<file path="src/rtl/pb2_pkg.sv">
// shared constants, types and helpers of the 2x2 binning downscaler
`default_nettype none
package pb2_pkg;

   localparam int MAX_WIDTH  = 4096;
   localparam int MAX_HEIGHT = 4096;
   localparam int LINE_DEPTH = MAX_WIDTH / 2;

   localparam int SIZE_W = 13;
   localparam int COL_W  = $clog2(MAX_WIDTH);
   localparam int ROW_W  = $clog2(MAX_HEIGHT);
   localparam int ADDR_W = $clog2(LINE_DEPTH);

   localparam int LANES  = 4;
   localparam int CHAN_W = 8;
   localparam int PAIR_W = CHAN_W + 1;
   localparam int SUM_W  = CHAN_W + 2;
   localparam int LINE_W = LANES * PAIR_W;

   localparam int CSR_IDX_W = 1;
   localparam logic [CSR_IDX_W-1:0] REG_SOURCE_WIDTH  = 1'b0;
   localparam logic [CSR_IDX_W-1:0] REG_SOURCE_HEIGHT = 1'b1;

   localparam logic [SIZE_W-1:0] RESET_WIDTH  = SIZE_W'(1280);
   localparam logic [SIZE_W-1:0] RESET_HEIGHT = SIZE_W'(720);
   localparam logic [SIZE_W-1:0] MIN_SIZE     = SIZE_W'(2);

   typedef struct packed {
      logic hold_en;
      logic pair_load;
   } lane_ctrl_type;

   typedef logic [LANES-1:0][CHAN_W-1:0] lane_mean_type;

   function automatic logic [SIZE_W-1:0] clamp_size(input logic [SIZE_W-1:0] v,
                                                    input logic [SIZE_W-1:0] maxv);
      logic [SIZE_W-1:0] r;
      if (v < MIN_SIZE) begin
         r = MIN_SIZE;
      end else if (v > maxv) begin
         r = maxv;
      end else begin
         r = v;
      end
      return r;
   endfunction

endpackage
`default_nettype wire

</file>
<file path="src/rtl/pb2_out_stage.sv">
// output register that merges the lane means into one result transfer
`default_nettype none
module pb2_out_stage (
   input  wire logic                    clock,
   input  wire logic                    reset,
   input  wire logic                    blk_valid,
   input  wire pb2_pkg::lane_mean_type  blk_mean,
   input  wire logic                    blk_frame_end,
   output logic                         out_free,
   input  wire logic                    rsp_ready,
   output logic                         rsp_valid,
   output logic [pb2_pkg::CHAN_W-1:0]   rsp_blue_out,
   output logic [pb2_pkg::CHAN_W-1:0]   rsp_green_out,
   output logic [pb2_pkg::CHAN_W-1:0]   rsp_red_out,
   output logic [pb2_pkg::CHAN_W-1:0]   rsp_alpha_out,
   output logic                         rsp_frame_end
);

   logic                   rsp_valid_ff;
   logic                   rsp_valid_in;
   pb2_pkg::lane_mean_type mean_ff;
   pb2_pkg::lane_mean_type mean_in;
   logic                   frame_end_ff;
   logic                   frame_end_in;
   logic                   load;

   assign out_free = !rsp_valid_ff || rsp_ready;
   assign load     = blk_valid && out_free;

   always_comb begin
      rsp_valid_in = rsp_valid_ff;
      if (load) begin
         rsp_valid_in = 1'b1;
      end else if (rsp_ready) begin
         rsp_valid_in = 1'b0;
      end
   end

   assign mean_in      = load ? blk_mean      : mean_ff;
   assign frame_end_in = load ? blk_frame_end : frame_end_ff;

   always_ff @(posedge clock) begin
      if (reset) begin
         rsp_valid_ff <= 1'b0;
      end else begin
         rsp_valid_ff <= rsp_valid_in;
      end
   end

   always_ff @(posedge clock) begin
      mean_ff      <= mean_in;
      frame_end_ff <= frame_end_in;
   end

   assign rsp_valid     = rsp_valid_ff;
   assign rsp_blue_out  = mean_ff[0];
   assign rsp_green_out = mean_ff[1];
   assign rsp_red_out   = mean_ff[2];
   assign rsp_alpha_out = mean_ff[3];
   assign rsp_frame_end = frame_end_ff;

endmodule
`default_nettype wire

</file>
<file path="config.mk">
export PLATFORM = sky130hd
export DESIGN_NAME = pb2_out_stage
export DESIGN_NICKNAME = d
export VERILOG_FILES = /design/src/rtl/pb2_pkg.sv /design/src/rtl/pb2_out_stage.sv
export SDC_FILE = /design/constraint.sdc
export NUM_CORES = 1
export LEC_CHECK = 0
export BUFFER_PORTS_ARGS = -buffer_cell sky130_fd_sc_hd__buf_2
export CAP_MARGIN = 30
export CORE_ASPECT_RATIO = 1.25
export CORE_UTILIZATION = 39
export CTS_BUF_LIST = sky130_fd_sc_hd__clkbuf_16
export CTS_CLUSTER_DIAMETER = 200
export DETAILED_ROUTE_END_ITERATION = 7
export PLACE_DENSITY = 0.77
export REMOVE_ABC_BUFFERS = 1
export SLEW_MARGIN = 25
export SYNTH_ARGS = -nofsm -noshare
export SYNTH_HDL_FRONTEND = slang
export SYNTH_SLANG_ARGS = --single-unit
</file>
<file path="constraint.sdc">
create_clock -name clock -period 1.54 [get_ports clock]
set_clock_uncertainty 0.1 [all_clocks]
set_input_delay 0.308 -clock clock [delete_from_list [all_inputs] [get_ports clock]]
set_output_delay 0.308 -clock clock [all_outputs]
set_load 0.01 [all_outputs]
</file>
==> results of run 1 <==
[cells by family (layout without fill, tap and decap cells)]
| group | after synthesis | after routing |
|---|---|---|
| AOI/OAI and AO/OA | 1 | 1 |
| buffers and inverters | 1 | 82 |
| DFF | 34 | 34 |
| and+or+nand+nor | 2 | 2 |
[state kept, by name, summed over array words and instances (netlist names)]
register       cells
rsp_blue_out       8
rsp_frame_end      1
rsp_valid          1
rsp_green_out      8
rsp_red_out        8
rsp_alpha_out      8
[synthesized netlist by cell type]
cell / instances
a21oi_2: 1
and2_4: 1
dfxtp_1: 1
edfxtp_1: 33
inv_1: 1
nand2b_4: 1
[final cells by class]
type / count / area, µm²
clock inverters: 3 / 11.26
well taps: 33 / 41.29
clock buffers: 5 / 125.1
multi-input cells: 3 / 31.28
flip-flops and latches: 34 / 1011
fillers: 165 / 858.3
repair buffers: 73 / 395.4
inverters: 1 / 3.754
[power groups by stage]
stage          clock (µW)  combinational [µW]  sequential, µW
2_1_floorplan           0                23.4            1140
3_5_place_dp            0                 169            1110
4_1_cts               907                 168            1100
6_report              888                 166            1100
5_1_grt               953                 177            1100
3_3_place_gp            0                 163            1110
[worst max-delay path: cells and delay by family, from the launching register on]
family / cells / cell delay (ns)
flip-flops: 1 / 0.37
buffers and inverters: 1 / 0.14
AND/OR/NAND/NOR: 1 / 0.08
[layer usage]
layer / part of all wire, % / track usage [%] / routed length (µm) / vias to the layer above
met2: 51 / 22.74 / 960 / 47
met4: 1.8 / 10.08 / 34 / 0
li1: - / - / - / 307
met5: 0 / 0 / 0 / -
met3: 13 / 10.43 / 239 / 4
met1: 34 / 12.59 / 643 / 301
[through the flow]
step / setup slack (ns) / instances / cell area, µm² / total power, µW
floorplan: 0.2995 / 38 / 1046 / 1166
global route: 0.2333 / 152 / 1619 / 2229
detailed placement: 0.2267 / 144 / 1483 / 1281
global placement: 0.2531 / 144 / 1483 / 1274
finish: 0.2785 / 152 / 1619 / 2148
CTS: 0.2638 / 152 / 1619 / 2171
[path summary, 6_finish.rpt]
check,startpoint,depth (start not counted),end,slack (ns)
setup / recovery,rsp_valid,2,out_free,0.28
hold / removal,reset,2,rsp_valid,0.10
setup reg to reg,rsp_valid,3,rsp_green_out[6],0.33
hold reg to reg,rsp_valid,2,rsp_valid,0.41
==> flow_summary.json, run 1 <==
{
  "power_density_nw_per_um2": 1327,
  "finalCritPeriodShare_pct": 81.92,
  "grt_max_degree": 15,
  "root_buffer": "clkbuf_16",
  "syn-mean-instance-area_um2": 27.53,
  "place.gp.congestion": 0.6989,
  "drt_iter0_drc": 16,
  "final_hold_viol_count": 0,
  "synthAdderAreaFrac_pct": 0,
  "ys_seq_elements": 34,
  "cts_resized": 0,
  "synth_top_family_by_area": "simple AND/OR/NAND/NOR gates",
  "cts_buffer_depth": 2,
  "final_net_count": 155,
  "antenna_found_initial": 0,
  "core_area_um2": 2477,
  "utilization_pct": 65.35,
  "dieArea_um2": 2894,
  "timing.setup.tns_ns": 0,
  "clkSinkCount": 34,
  "die_h_um": 59.90,
  "yosysSeqAreaShare_pct": 96.65,
  "crit_path_top_delay_cell": "dfxtp_1",
  "netlist.area_leader.share_pct": 94.74,
  "cp_max_fo": 3,
  "outcome": "finished, final reports clean",
  "grt_usage_pct": 14.25,
  "start_util_pct": 42.22,
  "worst_pin_slew_ns": 0.1570,
  "internal-power_uw": 1743,
  "power_frac_seq_pct": 51.0,
  "dr.pass1.iters": 4,
  "setup_viol": 0,
  "num_vias": 659,
  "synth-simple-area-share_pct": 2.153,
  "drv_cap": 0,
  "grt_overflow": 0,
  "p_comb_share_pct": 7.7,
  "synthXorXnorAreaFrac_pct": 0,
  "synth.mux.area_fraction_pct": 0,
  "cts_inserted_buffers": 5,
  "rsz0062_at_grt": "no",
  "yosys.area.top_type": "edfxtp_1",
  "io_pins": 72,
  "grt_pass1_vias": 618,
  "critPathArrivalTime_ns": 0.85,
  "hold_buffers": 0,
  "start_kind": "flip-flop",
  "p_leak_uw": 0.0007215,
  "layout_common_cells": "buf_2, edfxtp_1, clkbuf_16",
  "wl_per_cell_um": 12.35,
  "syn_area_um2": 1046,
  "postRouteAntennaNets": 0,
  "path_cells": "nand2b_4 -> buf_2",
  "maxSlewViolCount": 0,
  "diodes": 0,
  "cpPeakStageDelay_ns": 0.37,
  "dp_hpwl_mm": 1.416,
  "max_slew_margin_pct": 89.53,
  "htreeDepth": 2,
  "drive_gt1_share_pct": 68.07,
  "swShare_pct": 18.87,
  "path_clk_slew_ns": 0.05,
  "critical_path_class": "flip-flop to output port",
  "synthTopCellsByArea": "edfxtp_1, dfxtp_1, nand2b_4",
  "clk_latency_ns": 0.27,
  "hold_path.class": "input pin to flip-flop",
  "clkPwrFrac_pct": 41.3,
  "peakVddDrop_uv": 988.5,
  "drc": 0,
  "port_buffers": 71,
  "period_needed_ns": 1.262,
  "grt_pass1_wl_mm": 2.718,
  "post_cts_buffers": 0,
  "syn_inst": 38,
  "p_switching_uw": 405.4,
  "worst_ep_required_time_ns": 1.13,
  "vias_per_cell": 4.336,
  "yosysWarnings": 0,
  "synth_compound_area_share_pct": 0.8373,
  "dieWidth_um": 48.32,
  "fmax_mhz": 792.7,
  "routed_wirelength_mm": 1.877,
  "cts_tree": "built",
  "final_common_cell": "buf_2",
  "area_delta_synth_final_pct": 54.78,
  "hold_ws_ns": 0.1006,
  "crit_path_end_kind": "output port",
  "synth.distinct_cells": 6,
  "rows": 20
}
Power figures use the tool's default switching activity.
==> run 2: changes to the inputs <==
Clock period 1.54 ns to 1.2 ns, I/O delays scaled along.
==> flow_summary.json, run 2 (same netlist as run 1, synthesis figures left out) <==
{
  "period_needed_ns": 1.142,
  "io_pins": 72,
  "final_hold_viol_count": 0,
  "power_density_nw_per_um2": 1682,
  "gr-usage-met2_pct": 25.55,
  "vias_per_cell": 4.333,
  "drc": 0,
  "core_area_um2": 2477,
  "clkSinkCount": 34,
  "worst_pin_slew_ns": 0.1037,
  "port_buffers": 71,
  "timing.setup.tns_ns": 0,
  "path_clk_slew_ns": 0.05,
  "dieArea_um2": 2894,
  "p_leak_uw": 0.0007310,
  "final_common_cell": "buf_2",
  "timing.rr.start": "rsp_valid",
  "outcome": "finished, final reports clean",
  "clk_latency_ns": 0.26,
  "drt_iter0_drc": 11,
  "cts_buffer_depth": 2,
  "final_net_count": 156,
  "use_met3_pct": 6.616,
  "dr.pass1.iters": 3,
  "fmax_mhz": 876.0,
  "grt_pass1_vias": 628,
  "layout_common_cells": "buf_2, edfxtp_1, clkbuf_16",
  "utilization_pct": 66.21,
  "cp_max_fo": 3,
  "post_cts_buffers": 0,
  "cts_tree": "built",
  "max_slew_margin_pct": 93.12,
  "min_from": "reset",
  "crit_path_end_kind": "output port",
  "routed_wirelength_mm": 1.900,
  "rr_worst_depth": 3,
  "drv_cap": 0,
  "root_buffer": "clkbuf_16",
  "grt_max_degree": 15,
  "drive_gt1_share_pct": 69.17,
  "grt_overflow": 0,
  "grt.met1_usage_pct": 12.31,
  "antenna_found_initial": 0,
  "start_kind": "flip-flop",
  "peakVddDrop_uv": 1364,
  "grt_pass1_wl_mm": 2.704,
  "busiest_layer": "met2",
  "setup_viol": 0,
  "worst_ep_required_time_ns": 0.86,
  "start_util_pct": 42.22,
  "finalCritPeriodShare_pct": 95.13,
  "rsz0062_at_grt": "no",
  "critPathLaunch": "rsp_valid",
  "die_h_um": 59.90,
  "postRouteAntennaNets": 0,
  "rows": 20,
  "cts_inserted_buffers": 5,
  "wl_per_cell_um": 12.42,
  "fill_cells": 171,
  "placed_cell_area_um2": 1503,
  "critical_path_class": "flip-flop to output port",
  "dieWidth_um": 48.32,
  "area_delta_synth_final_pct": 56.82,
  "critPathArrivalTime_ns": 0.80,
  "hold_depth": 2,
  "place.gp.congestion": 0.7061,
  "num_vias": 663,
  "hold_path.class": "input pin to flip-flop",
  "grt_usage_pct": 14.09,
  "design_area_um2": 1640,
  "htreeDepth": 2,
  "maxSlewViolCount": 0,
  "diodes": 0
}
==> run 2: cell types whose count changed in the layout (fill, tap and decap cells not counted) <==
cell     before  now
buf_12        2    3
dfxtp_1       1    0
dfxtp_2       0    1
==> run 2: per-stage QoR <==
| step | power (µW) | worst slack [ns] | hold slack, ns | std cells |
|---|---|---|---|---|
| 2_1_floorplan | 1497 | -0.04049 | 0.2024 | 38 |
| 3_3_place_gp | 1646 | 0.03029 | 0.3009 | 145 |
| 3_5_place_dp | 1654 | 0.01222 | 0.3009 | 145 |
| 4_1_cts | 2790 | 0.01268 | 0.01867 | 153 |
| 5_1_grt | 2855 | 0.03172 | 0.01879 | 153 |
| 6_report | 2759 | 0.05846 | 0.01896 | 153 |
==> run 2: worst max-delay path, cell delays in order (launching register included) <==
cell	delay, ns
dfxtp_2	0.34
nand2b_4	0.06
buf_2	0.14
==> run 2: final timing paths <==
check	end	slack [ns]
max	out_free	0.06
min	rsp_valid	0.02
max reg2reg	rsp_red_out[4]	0.07
min reg2reg	rsp_valid	0.38
==> run 2: final cells by class <==
class | count | area, µm² | area share [%]
Clock buffer | 5 | 125.1 | 7.628
Timing Repair Buffer | 74 | 415.4 | 25.32
Inverter | 1 | 3.754 | 0.2288
Multi-Input combinational cell | 3 | 31.28 | 1.907
Sequential cell | 34 | 1012 | 61.71
Tap cell | 33 | 41.29 | 2.517
Clock inverter | 3 | 11.26 | 0.6865
==> run 2: what timing repair did <==
action                                  4_1_cts  5_1_grt
hold buffers                                  0        0
gates resized for setup                       0        1
endpoints found under the setup margin        0        1
==> run 2: routing by layer <==
metal  share of wire, %  vias up  routed length, µm
li1                   -      311                  -
met4                1.4        0                 26
met5                  0        -                  0
met3                 10        5                194
met2                 55       44               1052
met1                 33      303                627
==> run 2: where the power goes <==
| part | leakage, µW | internal [µW] | switching, µW |
|---|---|---|---|
| clock network | 0.0000776 | 742 | 388 |
| registers | 0.000328 | 1390 | 16.5 |
| logic | 0.000326 | 116 | 108 |
