### src/rtl/pb2_pkg.sv
// shared constants, types and helpers of the 2x2 binning downscaler
`default_nettype none
package pb2_pkg;

   localparam int MAX_WIDTH  = 4096;
   localparam int MAX_HEIGHT = 4096;
   localparam int LINE_DEPTH = MAX_WIDTH / 2;

   localparam int SIZE_W = 13;
   localparam int COL_W  = $clog2(MAX_WIDTH);
   localparam int ROW_W  = $clog2(MAX_HEIGHT);
   localparam int ADDR_W = $clog2(LINE_DEPTH);

   localparam int LANES  = 4;
   localparam int CHAN_W = 8;
   localparam int PAIR_W = CHAN_W + 1;
   localparam int SUM_W  = CHAN_W + 2;
   localparam int LINE_W = LANES * PAIR_W;

   localparam int CSR_IDX_W = 1;
   localparam logic [CSR_IDX_W-1:0] REG_SOURCE_WIDTH  = 1'b0;
   localparam logic [CSR_IDX_W-1:0] REG_SOURCE_HEIGHT = 1'b1;

   localparam logic [SIZE_W-1:0] RESET_WIDTH  = SIZE_W'(1280);
   localparam logic [SIZE_W-1:0] RESET_HEIGHT = SIZE_W'(720);
   localparam logic [SIZE_W-1:0] MIN_SIZE     = SIZE_W'(2);

   typedef struct packed {
      logic hold_en;
      logic pair_load;
   } lane_ctrl_type;

   typedef logic [LANES-1:0][CHAN_W-1:0] lane_mean_type;

   function automatic logic [SIZE_W-1:0] clamp_size(input logic [SIZE_W-1:0] v,
                                                    input logic [SIZE_W-1:0] maxv);
      logic [SIZE_W-1:0] r;
      if (v < MIN_SIZE) begin
         r = MIN_SIZE;
      end else if (v > maxv) begin
         r = maxv;
      end else begin
         r = v;
      end
      return r;
   endfunction

endpackage
`default_nettype wire

### src/rtl/pb2_lane.sv
// one colour channel lane: pair sum, held pair and block mean
`default_nettype none
module pb2_lane (
   input  wire logic                         clock,
   input  wire logic                         reset,
   input  wire pb2_pkg::lane_ctrl_type       ctrl,
   input  wire logic [pb2_pkg::CHAN_W-1:0]   pix_in,
   input  wire logic [pb2_pkg::PAIR_W-1:0]   stored_pair,
   output logic      [pb2_pkg::PAIR_W-1:0]   pair_sum,
   output logic      [pb2_pkg::CHAN_W-1:0]   mean
);

   logic [pb2_pkg::CHAN_W-1:0] left_ff;
   logic [pb2_pkg::CHAN_W-1:0] left_in;
   logic [pb2_pkg::PAIR_W-1:0] pair_ff;
   logic [pb2_pkg::PAIR_W-1:0] pair_in;
   logic [pb2_pkg::SUM_W-1:0]  total;

   assign pair_sum = {1'b0, left_ff} + {1'b0, pix_in};

   assign left_in = ctrl.hold_en   ? pix_in   : left_ff;
   assign pair_in = ctrl.pair_load ? pair_sum : pair_ff;

   always_ff @(posedge clock) begin
      if (reset) begin
         left_ff <= '0;
      end else begin
         left_ff <= left_in;
      end
   end

   always_ff @(posedge clock) begin
      pair_ff <= pair_in;
   end

   // four-value sum, truncated mean
   assign total = {1'b0, stored_pair} + {1'b0, pair_ff};
   assign mean  = total[pb2_pkg::SUM_W-1:2];

endmodule
`default_nettype wire

### config.mk
export PLATFORM = sky130hd
export DESIGN_NAME = pb2_lane
export DESIGN_NICKNAME = d
export VERILOG_FILES = /design/src/rtl/pb2_pkg.sv /design/src/rtl/pb2_lane.sv
export SDC_FILE = /design/constraint.sdc
export NUM_CORES = 1
export LEC_CHECK = 0
export ABC_CLOCK_PERIOD_IN_PS = 2000
export BUFFER_PORTS_ARGS = -buffer_cell sky130_fd_sc_hd__buf_2
export CAP_MARGIN = 15
export CORE_MARGIN = 4
export CORE_UTILIZATION = 45
export CTS_CLUSTER_SIZE = 24
export DETAILED_ROUTE_END_ITERATION = 8
export PLACE_DENSITY = 0.81
export SLEW_MARGIN = 20
export SYNTH_ARGS = -nofsm -noshare
export SYNTH_HDL_FRONTEND = slang
export SYNTH_SLANG_ARGS = --single-unit
### constraint.sdc
create_clock -name clock -period 2 [get_ports clock]
set_input_delay 0.3 -clock clock [delete_from_list [all_inputs] [get_ports clock]]
set_output_delay 0.3 -clock clock [all_outputs]
set_load 0.05 [all_outputs]
==> out/metrics.csv, run 1 <==
stage;metric;value;unit
cells_and_area;area of the multi-input gates;1072;um2
worst_setup_path;Reg2Reg Depth;6;
clock_network;worst-case clock buffer depth;2;
timing;slew margin rel.;73.83;%
routing;Pre-Repair DR Iteration Count;4;
routing;met3 WL;180;um
timing;Setup Viol. Count Final;13;
logic_synthesis;Syn Inst Count;118;
floorplanning;starting density of the core;47.35;%
cells_and_area;Finished Layout Cells;217;
logic_synthesis;Synthesized Nets;156;
power_and_ir_drop;Peak VDD IR;0.8239;mV
power_and_ir_drop;Pwr per Cell Area;796.5;nW/um2
run_status;status;complete, but fails checks;
timing;Final Hold Viols;0;
floorplanning;Ports;38;
routing;Routed met2 length;2060;um
place;dpl cell area;1660;um2
clock_network;total CTS buffers;3;
worst_setup_path;FF-to-FF Start;left_ff[0]$_SDFFE_PP0P_;
global_route;initial antenna violation count;0;
clock_network;Worst-Skew Late Latency;0.29;ns
routing;total number of vias;1195;
place;Placer Congestion;0.8592;
clock_network;Clock Root Buffer;clkbuf_4;
power_and_ir_drop;Flop pwr share;25.5;%
worst_setup_path;CP max-delay cell;dfxtp_2;
power_and_ir_drop;Switching Fraction;43.76;%
floorplanning;Die ar.;3515;um2
hold_path;Hold Path Sink;left_ff[0]$_SDFFE_PP0P_;
routing;DR top layer;met4;
routing;Post-Route M1 WL;1280;um
place;DP Cell Count;204;
clock_network;CTS Sinks;17;
routing;# DRC;0;
logic_synthesis;main flop type after synthesis;edfxtp_1;
power_and_ir_drop;combinational power share;63.2;%
cells_and_area;ANT cells;0;
worst_setup_path;CP endpoint kind;output port;
routing;drt initial violations;59;
timing;Worst Skew;0.002444;ns
worst_setup_path;worst flop-to-flop path endpoint;pair_ff[6]$_DFFE_PP_;
cells_and_area;fin area;2116;um2
power_and_ir_drop;leakage;0.9208;nW
floorplanning;row count;18;
worst_setup_path;CP max FO;2;
place;Place WS;-0.3841;ns
clock_network;hold buffers post-CTS;0;
routing;Routed WL;3606;um
floorplanning;Die W;59.29;um
worst_setup_path;crit-path cells;ha_4, fa_2, a21o_1, a21oi_2, o211ai_1, xor2_4, buf_6;
worst_setup_path;Buf+Inv Stages, Crit Path;1;
logic_synthesis;register area share after synthesis;36.36;%
place;post-detail-place hpwl;2457;um
logic_synthesis;asr flop ratio synth;0;%
run;max-cap violation count;0;
timing;Final Worst Setup Slack;-0.3712;ns
cells_and_area;register area;434.2;um2
global_route;largest net degree at the start of global routing;10;
power_and_ir_drop;clock power share;11.3;%
cells_and_area;nets;226;
global_route;GRT Overall Usage;20.18;%
timing;Worst Max-Slew Pin Slew;0.3908;ns
global_route;first-pass GRT wire length;5451;um
floorplanning;die height;59.29;um
power_and_ir_drop;P_int;0.9479;mW
clock_network;Reg clk slew, reported paths;0.10;ns
worst_setup_path;CP max stage delay;0.36;ns
hold_path;worst min-delay path class;in2reg;
logic_synthesis;syn avg cell area;10.03;um2
worst_setup_path;startpoint types;flip-flop;
logic_synthesis;synthesized area;1184;um2
global_route;number of global-route vias before repair;1261;
hold_path;hold path startpoint;reset;
worst_setup_path;Worst path top cell family by delay;compound AO/OA/AOI/OAI gates;
timing;Max Freq;421.7;MHz
routing;Post-DRT Antenna Nets;0;
global_route;GR Overflow Total;0;
floorplanning;Core Footprint;2500;um2
logic_synthesis;Yosys warning total;0;
clock_network;H-tree depth;1;
timing;crit share post-route;118.6;%
worst_setup_path;critical path arrival;2.07;ns
logic_synthesis;EDFF count, synth;9;
routing;vias per cell;5.507;
timing;TNS Setup;-2.877;ns
power_and_ir_drop;NetSw;0.7374;mW
place;I/O Buffers;37;
run_status;failing checks;setup timing;
cells_and_area;P&R area growth vs syn;78.75;%
clock_network;CTS tree;yes;
logic_synthesis;post-synthesis cell type count;33;
worst_setup_path;Required @ worst endpoint;1.70;ns
worst_setup_path;CP Class;reg2out;
timing;Max Slew Vio Count;0;
cells_and_area;Fill cells;144;
worst_setup_path;R2R Setup Slk;0.14;ns
routing;Routed WL per cell;16.62;um
cells_and_area;share of cells above drive strength 1;59.36;%
hold_path;Hold Path Stages;2;
timing;RSZ-0062 raised after global routing;yes;
timing;crit path time final;2.371;ns
logic_synthesis;Yosys reg bits;17;
flip-flops by register name (all words and copies together) (netlist names):
name / cells
left_ff: 8
pair_ff: 9
through the flow:
| stage | utilization (%) | total power, mW | hold WS (ns) |
|---|---|---|---|
| 2_1_floorplan | - | 1.021 | 0.4125 |
| 6_report | 84.63 | 1.685 | 0.2557 |
| 4_1_cts | 76.88 | 1.591 | 0.2610 |
| 3_3_place_gp | 66.42 | 1.205 | 0.4798 |
| 5_1_grt | 84.63 | 1.767 | 0.2812 |
| 3_5_place_dp | 66.42 | 1.238 | 0.4939 |
cells in the final DEF (no fill, tap or decap), types with 3 or more instances in the layout:
cell / count
nor3_1: 3
ha_4: 11
dfxtp_1: 5
a21oi_4: 4
ha_1: 5
xnor2_2: 3
mux2i_1: 8
clkbuf_4: 3
nor2_1: 8
dfxtp_2: 3
nand2_1: 3
o211ai_1: 4
inv_1: 6
edfxtp_1: 9
buf_2: 22
nand3_1: 4
buf_6: 20
buf_4: 25
cell type report:
cell class / instances / share of cell area, %
clock buffers: 4 / 1.242
inverters: 6 / 1.064
multi-input cells: 93 / 50.68
flip-flops and latches: 17 / 20.52
well taps: 30 / 1.774
repair buffers: 67 / 24.72
how the worst max path moves through the flow:
stage,startpoint,to,slack (ns),cells past startpoint
global placement,pix_in[0],pair_sum[6],-0.34,8
floorplan,pix_in[0],pair_sum[6],-0.21,6
detailed placement,pix_in[0],pair_sum[6],-0.38,8
CTS,left_ff[0]$_SDFFE_PP0P_,pair_sum[6],-0.36,7
global route,left_ff[0]$_SDFFE_PP0P_,pair_sum[6],-0.44,7
finish,left_ff[0]$_SDFFE_PP0P_,pair_sum[6],-0.37,7
routing by layer:
metal	global-route usage [%]	vias up
met2	39.78	43
met1	21.01	568
met3	1.743	11
li1	-	573
met4	9.061	0
met5	0	-
logic make-up (layout without fill, tap and decap cells):
family / count (synthesis) / count (layout) / synth area share, %
AO/OA/AOI/OAI: 24 / 24 / 14.16
flip-flops: 17 / 17 / 36.36
XOR/XNOR: 11 / 11 / 8.139
buffers and inverters: 8 / 77 / 2.642
adder cells (fa/ha/maj): 17 / 17 / 18.60
AND/OR/NAND/NOR: 33 / 33 / 13.32
multiplexers: 8 / 8 / 6.766
synthesized netlist by cell type (2+ instances only):
cell      instances  area, um2
nor3_1            4      20.02
inv_1             6      22.52
edfxtp_1          9      270.3
o211ai_1          4      30.03
ha_1             16      200.2
o21bai_1          2      15.01
nand3_1           6      30.03
mux2i_1           8      80.08
and3_1            2      12.51
nand2_1           4      15.01
xor2_1            5      43.79
or3_1             2      12.51
nor2_1           11      41.29
a21oi_1           7      35.03
dfxtp_1           8      160.2
xnor2_1           6      52.55
a21o_1            2      15.01
timing repair:
action / in CTS / in global routing
gates resized for setup: 49 / 25
setup endpoints to repair: 14 / 15
setup buffers: 2 / 9
endpoints found under the hold margin: 0 / 0
pin swaps: 11 / 18
power groups by stage:
stage / Combinational (mW) / Sequential [mW] / Clock (mW)
after floorplan: 0.599 / 0.423 / 0
after global placement: 0.781 / 0.424 / 0
after detailed placement: 0.811 / 0.426 / 0
after CTS: 0.974 / 0.425 / 0.192
after global routing: 1.13 / 0.431 / 0.209
final: 1.07 / 0.429 / 0.191
No activity file was read; power rests on OpenSTA's default activity.
==> run 2, diff against run 1 <==
--- a/config.mk
+++ b/config.mk
@@ -9,11 +9,10 @@
 export BUFFER_PORTS_ARGS = -buffer_cell sky130_fd_sc_hd__buf_2
 export CAP_MARGIN = 15
 export CORE_MARGIN = 4
-export CORE_UTILIZATION = 45
+export CORE_UTILIZATION = 40
 export CTS_CLUSTER_SIZE = 24
 export DETAILED_ROUTE_END_ITERATION = 8
-export PLACE_DENSITY = 0.81
-export SLEW_MARGIN = 20
+export PLACE_DENSITY = 0.74
 export SYNTH_ARGS = -nofsm -noshare
 export SYNTH_HDL_FRONTEND = slang
 export SYNTH_SLANG_ARGS = --single-unit
==> constraint.sdc (replaced) <==
create_clock -name clock -period 2 [get_ports clock]
set_input_delay 0.3 -clock clock [delete_from_list [all_inputs] [get_ports clock]]
set_output_delay 0.3 -clock clock [all_outputs]
set_load 0.02 [all_outputs]
==> run 2 against run 1 <==
  * The run still ends with setup timing left
  * Routed wire length is 24% lower
  * Global-route usage decreased by 6.2 points
  * First-iteration DRC count rose by 22%
  * Core utilization down 21 points
  * Combinational power shrank 38%
  * Via count fell by 9.8%
  * Flip-flop and latch count unchanged
  * Largest cell class unchanged
  * Largest power group unchanged
  * Highest routed layer unchanged
==> out/metrics.csv, run 2 (same netlist as run 1, synthesis figures left out) <==
stage;metric;value;unit;change
routing;vias per cell;5.444;;-1.1%
worst_setup_path;Required @ worst endpoint;1.70;ns;about the same
floorplanning;Ports;38;;unchanged
routing;Routed WL per cell;13.93;um;-16%
clock_network;worst-case clock buffer depth;2;;unchanged
run_status;status;complete, but fails checks;;
floorplanning;Die ar.;3893;um2;+11%
run_status;failing checks;setup timing;;
cells_and_area;ANT cells;0;;unchanged
clock_network;CTS Sinks;17;;unchanged
floorplanning;Die W;62.40;um;+5.2%
run;max-cap violation count;0;;unchanged
place;post-detail-place hpwl;2065;um;-16%
worst_setup_path;critical path arrival;2.00;ns;-0.07 ns
global_route;number of global-route vias before repair;1081;;-14%
power_and_ir_drop;clock power share;15.0;%;+3.7 points
cells_and_area;max reg flops;9;;unchanged
hold_path;worst min-delay path class;in2reg;;
worst_setup_path;CP max FO;2;;unchanged
global_route;first-pass GRT wire length;4519;um;-17%
floorplanning;starting density of the core;42.56;%;-4.8 points
timing;Worst Max-Slew Pin Slew;0.3327;ns;-0.05812 ns
timing;crit path time final;2.300;ns;-0.07137 ns
floorplanning;row count;19;;+1
place;I/O Buffers;37;;unchanged
timing;TNS Setup;-2.235;ns;+0.6419 ns
cells_and_area;share of cells above drive strength 1;46.71;%;-13 points
power_and_ir_drop;Flop pwr share;33.2;%;+7.7 points
clock_network;total CTS buffers;3;;unchanged
power_and_ir_drop;P_int;0.7998;mW;-16%
cells_and_area;commonest non-fill, non-tap cell in the layout;buf_2;;
worst_setup_path;CP Class;reg2out;;
cells_and_area;Biggest register;pair_ff;;
place;Place WS;-0.1738;ns;+0.2103 ns
timing;RSZ-0062 raised after global routing;yes;;
global_route;GR Overflow Total;0;;unchanged
global_route;GRT Overall Usage;13.98;%;-6.2 points
power_and_ir_drop;NetSw;0.4767;mW;-35%
floorplanning;Core Footprint;2781;um2;+11%
timing;Worst Skew;0.002062;ns;-0.0003811 ns
timing;Max Freq;434.8;MHz;+3.1%
timing;slew margin rel.;77.82;%;+4.0 points
timing;Final Hold Viols;0;;unchanged
cells_and_area;nets;206;;-8.8%
clock_network;Worst-Skew Late Latency;0.30;ns;about the same
power_and_ir_drop;Peak VDD IR;0.6217;mV;-25%
floorplanning;die height;62.40;um;+5.2%
power_and_ir_drop;leakage;0.7768;nW;-16%
clock_network;Clock Root Buffer;clkbuf_4;;
cells_and_area;Finished Layout Cells;198;;-8.8%
power_and_ir_drop;Switching Fraction;37.34;%;-6.4 points
timing;Setup Viol. Count Final;13;;unchanged
cells_and_area;P&R area growth vs syn;48.84;%;
routing;Pre-Repair DR Iteration Count;4;;unchanged
global_route;largest net degree at the start of global routing;10;;unchanged
timing;crit share post-route;115.0;%;-3.6 points
place;dpl cell area;1448;um2;-13%
power_and_ir_drop;combinational power share;51.8;%;-11 points
clock_network;hold buffers post-CTS;0;;unchanged
clock_network;CTS tree;yes;;
power_and_ir_drop;Pwr per Cell Area;724.6;nW/um2;-9.0%
power_and_ir_drop;Final Total Pwr;1.277;mW;-24%
timing;Max Slew Vio Count;0;;unchanged
cells_and_area;top flop regs;pair_ff (9), left_ff (8);;
routing;total number of vias;1078;;-9.8%
routing;Routed WL;2758;um;-24%
place;Placer Congestion;0.8087;;-5.9%
cells_and_area;fin area;1762;um2;-17%
timing;Final Worst Setup Slack;-0.2999;ns;+0.07137 ns
hold_path;Hold Path Stages;2;;unchanged
worst_setup_path;CP endpoint kind;output port;;
routing;# DRC;0;;unchanged
routing;drt initial violations;72;;+22%
routing;Post-DRT Antenna Nets;0;;unchanged
worst_setup_path;startpoint types;flip-flop;;
clock_network;H-tree depth;1;;unchanged
clock_network;Reg clk slew, reported paths;0.10;ns;about the same
cells_and_area;commonest non-fill, non-tap cells in the layout;24 x buf_2, 16 x buf_4, 11 x nor2_1, 9 x ha_1, 9 x edfxtp_1;;
worst_setup_path;Reg2Reg Depth;6;;unchanged
place;DP Cell Count;189;;-7.4%
global_route;initial antenna violation count;0;;unchanged
-- run 2: changes by cell type in the layout (fill, tap and decap cells not counted), moves of 4 or more --
cell,delta
buf_4,-9
buf_6,-13
ha_1,+4
ha_4,-5
xnor2_1,+4
-- run 2: final timing paths --
check | slack (ns) | start | endpoint
max | -0.30 | left_ff[0]$_SDFFE_PP0P_ | pair_sum[6]
min | 0.25 | reset | left_ff[1]$_SDFFE_PP0P_
max reg2reg | 0.20 | left_ff[0]$_SDFFE_PP0P_ | pair_ff[6]$_DFFE_PP_
min reg2reg | 0.52 | left_ff[7]$_SDFFE_PP0P_ | left_ff[7]$_SDFFE_PP0P_
-- run 2: final cells by class --
cell class | count | area [um2]
Multi-Input combinational cell | 93 | 920.9
Fill cell | 228 | 1020
Inverter | 6 | 22.52
Sequential cell | 17 | 434.2
Timing Repair Buffer | 47 | 319.1
Clock buffer | 4 | 26.28
Tap cell | 31 | 38.79
-- run 2: repair_timing --
item                                   in CTS  in global routing
endpoints found under the hold margin       0                  0
gates resized for setup                    29                 21
setup buffers                               2                  3
pin swaps                                  18                 20
setup endpoints to repair                  13                 15
cloned                                      0                  0
-- run 2: critical path, cell delays in order (launching register included) --
cell	delay, ns
dfxtp_2	0.35
ha_4	0.16
fa_2	0.34
a21o_1	0.18
a21oi_2	0.17
o211ai_1	0.15
xor2_2	0.21
buf_6	0.14
-- run 2: power by group through the flow --
stage	clock network, mW	registers (mW)	logic [mW]
6_report	0.192	0.424	0.661
5_1_grt	0.207	0.428	0.711
4_1_cts	0.191	0.423	0.596
3_5_place_dp	0	0.426	0.505
3_3_place_gp	0	0.425	0.488
2_1_floorplan	0	0.422	0.346
-- run 2: per-stage QoR --
stage	hold slack, ns	utilization (%)
2_1_floorplan	0.4125	-
3_3_place_gp	0.4788	52.05
3_5_place_dp	0.4911	52.05
4_1_cts	0.2557	58.84
5_1_grt	0.2537	63.34
6_report	0.2460	63.34
-- run 2: layer usage --
layer | up-vias | GRT usage (%) | part of all wire [%]
li1 | 531 | - | -
met1 | 496 | 15.04 | 40
met2 | 43 | 25.13 | 52
met3 | 8 | 3.058 | 6.7
met4 | 0 | 7.427 | 1.7
met5 | - | 0 | 0
